<file path="src/design/assert_macros.svh">
`ifndef ASSERT_MACROS_SVH
`define ASSERT_MACROS_SVH

// check that holds at every clock edge out of reset
`define ASSERT_ALWAYS(label, expr, msg) \
    label: assert property (@(posedge clk) disable iff (!rst_n) (expr)) \
        else $error(msg);

// check that a condition is followed in the next cycle by a consequence
`define ASSERT_NEXT(label, ante, cons, msg) \
    label: assert property (@(posedge clk) disable iff (!rst_n) (ante) |=> (cons)) \
        else $error(msg);

`endif

</file>
<file path="src/design/v3g_pkg.sv">
package v3g_pkg;

    localparam int V3G_FRAC_BITS = 16;
    localparam int IN_W          = 24;
    localparam int OUT_W         = 40;
    localparam int OP_W          = 3;

    localparam logic [OP_W-1:0] OP_DOT     = 3'd0;
    localparam logic [OP_W-1:0] OP_NORM    = 3'd1;
    localparam logic [OP_W-1:0] OP_DIST    = 3'd2;
    localparam logic [OP_W-1:0] OP_ANGLE   = 3'd3;
    localparam logic [OP_W-1:0] OP_ANGLE_X = 3'd4;

    localparam int RAD_W        = 64;
    localparam int SQRT_W       = 32;
    localparam int COS_FRAC     = 30;
    localparam int Q_W          = COS_FRAC + 1;
    localparam int DIV_STEPS    = COS_FRAC;
    localparam int CORDIC_STEPS = 28;
    localparam int CORDIC_W     = 36;

    localparam logic [Q_W-1:0]             Q_ONE  = Q_W'(1) << COS_FRAC;
    localparam logic signed [CORDIC_W-1:0] PI_Q30 = 36'sd3373259426;

    typedef struct packed {
        logic en;
        logic valid;
    } stage_ctl_t;

    typedef struct packed {
        logic [OP_W-1:0]         op;
        logic signed [OUT_W-1:0] dot_res;
        logic                    pos;
        logic [SQRT_W-1:0]       norm;
        logic                    dneg;
    } side_t;

    function automatic logic signed [CORDIC_W-1:0] atan_q30(input int idx);
        logic signed [CORDIC_W-1:0] val;
        case (idx)
            0:  val = 36'sd843314856;
            1:  val = 36'sd497837829;
            2:  val = 36'sd263043836;
            3:  val = 36'sd133525158;
            4:  val = 36'sd67021686;
            5:  val = 36'sd33543515;
            6:  val = 36'sd16775850;
            7:  val = 36'sd8388437;
            8:  val = 36'sd4194282;
            9:  val = 36'sd2097149;
            10: val = 36'sd1048575;
            11: val = 36'sd524287;
            12: val = 36'sd262143;
            13: val = 36'sd131071;
            14: val = 36'sd65535;
            15: val = 36'sd32767;
            16: val = 36'sd16383;
            17: val = 36'sd8191;
            18: val = 36'sd4095;
            19: val = 36'sd2047;
            20: val = 36'sd1023;
            21: val = 36'sd511;
            22: val = 36'sd255;
            23: val = 36'sd127;
            24: val = 36'sd63;
            25: val = 36'sd31;
            26: val = 36'sd15;
            27: val = 36'sd7;
            default: val = '0;
        endcase
        return val;
    endfunction

endpackage

</file>
<file path="src/design/v3g_sqrt.sv">
module v3g_sqrt
    import v3g_pkg::*;
#(
    parameter int SIDE_W = 1
)
(
    input  logic                clk,
    input  logic                rst_n,
    input  stage_ctl_t          ctl,
    input  logic [RAD_W-1:0]    radicand,
    input  logic [SIDE_W-1:0]   side_in,
    output logic                out_valid,
    output logic [SQRT_W-1:0]   root,
    output logic [SIDE_W-1:0]   side_out
);

    localparam int STEPS = RAD_W / 2;

    logic [RAD_W-1:0]  rem_reg  [STEPS];
    logic [RAD_W-1:0]  res_reg  [STEPS];
    logic [SIDE_W-1:0] side_reg [STEPS];
    logic [RAD_W-1:0]  rem_src  [STEPS];
    logic [RAD_W-1:0]  res_src  [STEPS];
    logic [SIDE_W-1:0] side_src [STEPS];
    logic [RAD_W-1:0]  trial    [STEPS];
    logic [RAD_W-1:0]  rem_next [STEPS];
    logic [RAD_W-1:0]  res_next [STEPS];
    logic [STEPS-1:0]  valid_reg;
    logic              out_valid_reg;
    logic [SQRT_W-1:0] root_reg;
    logic [SIDE_W-1:0] side_out_reg;

    // one result bit per stage
    always_comb
    begin
        rem_src[0]  = radicand;
        res_src[0]  = '0;
        side_src[0] = side_in;
        for (int k = 1; k < STEPS; k++)
        begin
            rem_src[k]  = rem_reg[k-1];
            res_src[k]  = res_reg[k-1];
            side_src[k] = side_reg[k-1];
        end
        for (int k = 0; k < STEPS; k++)
        begin
            trial[k] = res_src[k] + (RAD_W'(1) << (RAD_W - 2 - 2 * k));
            if (rem_src[k] >= trial[k])
            begin
                rem_next[k] = rem_src[k] - trial[k];
                res_next[k] = (res_src[k] >> 1) + (RAD_W'(1) << (RAD_W - 2 - 2 * k));
            end
            else
            begin
                rem_next[k] = rem_src[k];
                res_next[k] = res_src[k] >> 1;
            end
        end
    end

    always_ff @(posedge clk or negedge rst_n)
    begin
        if (!rst_n)
        begin
            valid_reg     <= '0;
            out_valid_reg <= 1'b0;
        end
        else if (ctl.en)
        begin
            valid_reg     <= {valid_reg[STEPS-2:0], ctl.valid};
            out_valid_reg <= valid_reg[STEPS-1];
        end
    end

    always_ff @(posedge clk)
    begin
        if (ctl.en)
        begin
            for (int k = 0; k < STEPS; k++)
            begin
                rem_reg[k]  <= rem_next[k];
                res_reg[k]  <= res_next[k];
                side_reg[k] <= side_src[k];
            end
            // round to nearest
            if (rem_reg[STEPS-1] > res_reg[STEPS-1])
            begin
                root_reg <= res_reg[STEPS-1][SQRT_W-1:0] + SQRT_W'(1);
            end
            else
            begin
                root_reg <= res_reg[STEPS-1][SQRT_W-1:0];
            end
            side_out_reg <= side_reg[STEPS-1];
        end
    end

    assign out_valid = out_valid_reg;
    assign root      = root_reg;
    assign side_out  = side_out_reg;

endmodule

</file>
<file path="config.mk">
export PLATFORM = sky130hd
export DESIGN_NAME = v3g_sqrt
export DESIGN_NICKNAME = d
export VERILOG_FILES = /design/src/design/assert_macros.svh /design/src/design/v3g_pkg.sv /design/src/design/v3g_sqrt.sv
export SDC_FILE = /design/constraint.sdc
export NUM_CORES = 2
export LEC_CHECK = 0
export BUFFER_PORTS_ARGS = -buffer_cell sky130_fd_sc_hd__buf_2
export CORE_MARGIN = 3
export CORE_UTILIZATION = 34
export DETAILED_ROUTE_END_ITERATION = 16
export PLACE_DENSITY_LB_ADDON = 0.05
export SLEW_MARGIN = 20
export SYNTH_ARGS = -nofsm -noshare
export SYNTH_HDL_FRONTEND = slang
export SYNTH_MEMORY_MAX_BITS = 65536
export SYNTH_SLANG_ARGS = --single-unit
</file>
<file path="constraint.sdc">
create_clock -name clk -period 3.6 [get_ports clk]
set_clock_uncertainty 0.05 [all_clocks]
set_input_delay 0.18 -clock clk [delete_from_list [all_inputs] [get_ports clk]]
set_output_delay 0.18 -clock clk [all_outputs]
set_load 0.02 [all_outputs]
</file>
# Word level (Yosys, flattened, before mapping)
# Memory sizes are Yosys's and may differ from the RTL's. A register that Yosys moved wholly into a read port is not among the register bits.
# Index checks and enable logic that the tools add are counted.
[op_classes]
n_addsub = 95
order_cmp = 33
n_mux = 67
[op_table]
columns = ["operator", "n"]
rows = [
  ["two-way mux 64 bit", 63],
  ["greater-or-equal comparator 64 bit", 31],
  ["subtractor 64 bit", 31],
  ["adder 63 x 1 -> 64 bit (second input constant)", 1],
  ["adder 63 x 11 -> 64 bit (second input constant)", 1],
  ["adder 63 x 13 -> 64 bit (second input constant)", 1],
  ["adder 63 x 15 -> 64 bit (second input constant)", 1],
  ["adder 63 x 17 -> 64 bit (second input constant)", 1],
  ["adder 63 x 19 -> 64 bit (second input constant)", 1],
  ["adder 63 x 21 -> 64 bit (second input constant)", 1],
  ["adder 63 x 23 -> 64 bit (second input constant)", 1],
  ["adder 63 x 25 -> 64 bit (second input constant)", 1],
  ["adder 63 x 27 -> 64 bit (second input constant)", 1],
  ["adder 63 x 29 -> 64 bit (second input constant)", 1],
  ["adder 63 x 3 -> 64 bit (second input constant)", 1],
  ["adder 63 x 31 -> 64 bit (second input constant)", 1],
  ["adder 63 x 33 -> 64 bit (second input constant)", 1],
  ["adder 63 x 35 -> 64 bit (second input constant)", 1],
  ["adder 63 x 37 -> 64 bit (second input constant)", 1],
  ["adder 63 x 39 -> 64 bit (second input constant)", 1],
  ["adder 63 x 41 -> 64 bit (second input constant)", 1],
  ["adder 63 x 43 -> 64 bit (second input constant)", 1],
  ["adder 63 x 45 -> 64 bit (second input constant)", 1],
  ["adder 63 x 47 -> 64 bit (second input constant)", 1],
  ["48 further kinds", 49],
]
[totals]
ff_bits = 65
ram_bits = 4128
input_bits = 69
out_inout_bits = 34
memories = 3
[memory_table]
columns = ["name", "words", "width", "rd", "rd_clocked_by_memory_dff", "write_ports", "line", "rtl"]
rows = [
  ["rem_reg", 32, 64, 32, 0, 32, "v3g_sqrt.sv:19", "logic [RAD_W-1:0] rem_reg [STEPS];"],
  ["res_reg", 32, 64, 32, 0, 32, "v3g_sqrt.sv:20", "logic [RAD_W-1:0] res_reg [STEPS];"],
  ["side_reg", 32, 1, 32, 1, 32, "v3g_sqrt.sv:21", "logic [SIDE_W-1:0] side_reg [STEPS];"],
]

# Longest topological paths before layout
# An unclocked memory read counts as a cell.
[depth]
depth_word = 4
ltp_mapped = 16
ltp_nobuf = 12

# Worst setup path before layout
# OpenSTA, ideal clock, no wires.
[synth_timing]
path_kind = "register to register"
from = "memory rem_reg[28][44] (netlist: rem_reg[1][812])"
to = "memory rem_reg[29][50] (netlist: rem_reg[1][882]) (data pin)"
setup_ns = 0.271
t_arrival_ns = 3.266
path_slack_ns = 0.013
path_stages_with_launch = 12
path_buffers = 2
path_cell_list = "edfxtp_1 > or4_1 > clkbuf_1 > or4_1 > or3_1 > or4_4 > a2111oi_4 > a21o_1 > buf_4 > nand3b_2 > nor4bb_1 > xor2_1"
[synth_lines]
columns = ["element", "line"]
rows = [
  ["start, declared", "v3g_sqrt.sv:19"],
]

==> run metrics <==
area occupied by multi-input gates=0.0474 sq mm; routed vias=88006; leakage=0.0606 uW; Hold Crit Class=input port to flip-flop; CP delay by family, top=simple AND/OR/NAND/NOR gates; core area=approximately 0.38 sq mm; slew of the pin with the lowest slew margin=1.13 ns; Tot GR Track Use=18.9%; failing checks=negative setup slack; register area=0.0801 sq mm; Setup crit end kind=flip-flop; hold_sp=radicand[62]; routed wire length=381000 um; r2r worst-path depth=10; startpoint class of the critical path=flip-flop; root buffer cell=clkbuf_16; largest net degree at the start of global routing=159; hold slack=approximately 0.18 ns; Starting Density=between 30% and 40%; final hold vios=0; Distinct cells, synth=roughly 90; Hold EP=rem_reg[0][62]$_DFFE_PP_; RSZ-0062 raised after global routing=true; Slew Limit Fails=0; CP Buf/Inv Count=1; power per cell area=633 mW/mm^2; Final setup violation count=2; worst slack at placement=-0.469 ns; flops & latches, synth=2674; slowest CP cell=or4_4; Yosys warnings=0; critical-path cell list=or4_4, or3_4, or3_4, or3_4, or3_4, nor4b_4, or4_4, buf_6, nor2_2, xor2_1; final worst slack=-0.00453 ns; area of the die=around 0.39 sq mm; row cnt=226; 1st-iter DRT viols=6329; R2R Setup Slk=-0.005 ns; CTS Buffer Depth=4; Via density=5.14; I/O Buffers=between 100 and 150; later-pin clock latency in the skew report=0.93 ns; IO Count=between 100 and 150; first-pass GRT wire length=about 560000 um; drt first pass iters=6; fmax=277 MHz; Die Y=624 um; max reg flops=about 2000; Post-DP HPWL=292000 um; Mapped Area=about 0.13 sq mm; clk slew on worst S/H paths=0.06 ns; Worst Path Arrival=4.18 ns; Post-synth EDFFs=2641; normalized max-slew margin=23.7%; vias in the first global route=87829; dpl cell area=roughly 0.14 sq mm; post-route ant nets=0; Req. time, crit path=4.18 ns; Final Net Count=12508; Reg-to-Reg Start=rem_reg[0][1011]$_DFFE_PP_; Max FO, Critical Path=6; DR DRC count=0; worst IR drop on VDD=0.000383 V; TritonCTS Buffers=322; fin crit share=100%; # clock sinks=2674; register area share after synthesis=61.7%; syn nets=11130; H-tree levels=5; Post-Syn Instances=10468; most frequent cells in the layout=edfxtp_1, buf_4, inv_1; syn_area_per_cell=12.4 sq um; layout cell share with drive strength beyond 1=between 10% and 20%; initial antenna violation count=17; Avg WL per Cell=between 20 and 25 um; CTS tree=built; GP Congestion=0.908; Layout fillers=roughly 36000; max cap viols=0; most common cell after layout, fill and taps aside=edfxtp_1; status=finished, violations left; Post-synth ARST share=around 1.2%; Horiz. Die Dim=approximately 620 um; CP max stage delay=around 0.55 ns; Worst path most repeated cell=or3_4; fin crit period=3.60 ns; r2r endpoint=rem_reg[1][52]$_DFFE_PP_; Layout area overhead=21.4%; global route total overflow=0; Min-Delay Path Depth=4; crit path kind=flip-flop to flip-flop; total power=99800 uW; post-route cell area=roughly 0.16 sq mm; Top FF cell, synth=edfxtp_1
[power breakdown]
group          switching [uW]  leakage (uW)  internal [uW]  total, uW
logic                   13500        0.0296          10500      24000
registers                3440        0.0259          39700      43200
clock network           13300       0.00514          19300      32600
total                   30300        0.0606          69500      99800
[worst max path at each step]
stage	startpoint	to	slack (ns)	cells after the start
final	rem_reg[0][1011]$_DFFE_PP_	rem_reg[1][52]$_DFFE_PP_	-0.005	10
after detailed placement	rem_reg[1][1016]$_DFFE_PP_	root[7]$_DFFE_PP_	-0.47	9
after global routing	rem_reg[0][1011]$_DFFE_PP_	rem_reg[1][54]$_DFFE_PP_	-0.12	10
after CTS	res_reg[1][402]$_DFFE_PP_	rem_reg[1][506]$_DFFE_PP_	0.00002	12
after floorplan	rem_reg[1][812]$_DFFE_PP_	rem_reg[1][882]$_DFFE_PP_	0.01	11
after global placement	rem_reg[1][864]$_DFFE_PP_	rem_reg[1][958]$_DFFE_PP_	-0.45	12
[timing repair]
item / CTS / global route
pin swaps: 9 / 38
cloned: 1 / 7
setup buffers: 4 / 24
endpoints found under the hold margin: 567 / 0
setup endpoints to repair: 216 / 415
gates resized for setup: 54 / 235
hold buffers: 136 / 0
[per-layer routing]
metal	global-route usage [%]	wire length, um
met1	26.2	175000
met2	31.1	179000
met3	2.56	16700
met4	4.82	10000
met5	0	126
[final cells by class]
cell class / instances / area share, %
flip-flops and latches: 2674 / 50.8
multi-input cells: 6813 / 30.0
clock inverters: 204 / 1.42
clock buffers: 390 / 5.31
well taps: 5016 / 3.98
inverters: 742 / 1.77
diodes: 4 / 0.00635
repair buffers: 1293 / 6.67
[logic make-up (layout without fill, tap and decap cells)]
kind of cell | count (synthesis) | after routing | share of synthesized area [%]
other | 0 | 4 | 0
adders and majority gates | 593 | 593 | 5.71
AOI/OAI and AO/OA | 2033 | 2035 | 9.86
DFF | 2674 | 2674 | 61.7
muxes | 120 | 120 | 1.04
xor gates and xnor gates | 971 | 971 | 6.55
buffers and inverters | 983 | 2629 | 2.87
and+or+nand+nor | 3094 | 3094 | 12.3
[tightest hold or removal path, delay by kind of cell]
kind	cells	cell delay [ns]
buffers and inverters	3	0.72
XOR/XNOR	1	0.16
[synthesized netlist by cell type (all sizes together), types with 69 or more instances]
master | instances | area [sq um]
edfxtp | 2641 | 79300
inv | 741 | 2780
nor2 | 710 | 2670
a21oi | 657 | 3290
nand2 | 641 | 2410
ha | 593 | 7420
xnor2 | 502 | 4400
xor2 | 469 | 4110
o21ai | 433 | 2170
nor4 | 352 | 2200
nor3 | 297 | 1490
a21o | 295 | 2210
clkbuf | 204 | 766
nand4 | 194 | 1210
nand3 | 186 | 931
or3 | 125 | 782
mux2 | 115 | 1290
o21a | 109 | 818
nand2b | 108 | 676
or4 | 103 | 777
a211oi | 69 | 518
[metrics by stage]
stage / std cells / setup TNS, ns / utilization (%)
after floorplan: 10468 / 0 / -
after global placement: 16368 / -18.69 / 37.9
after detailed placement: 16368 / -23.51 / 37.9
after CTS: 17103 / 0 / 41.2
after global routing: 17133 / -2.77 / 41.5
final: 17136 / -0.00491 / 41.5
No activity file was read; power rests on OpenSTA's default activity.
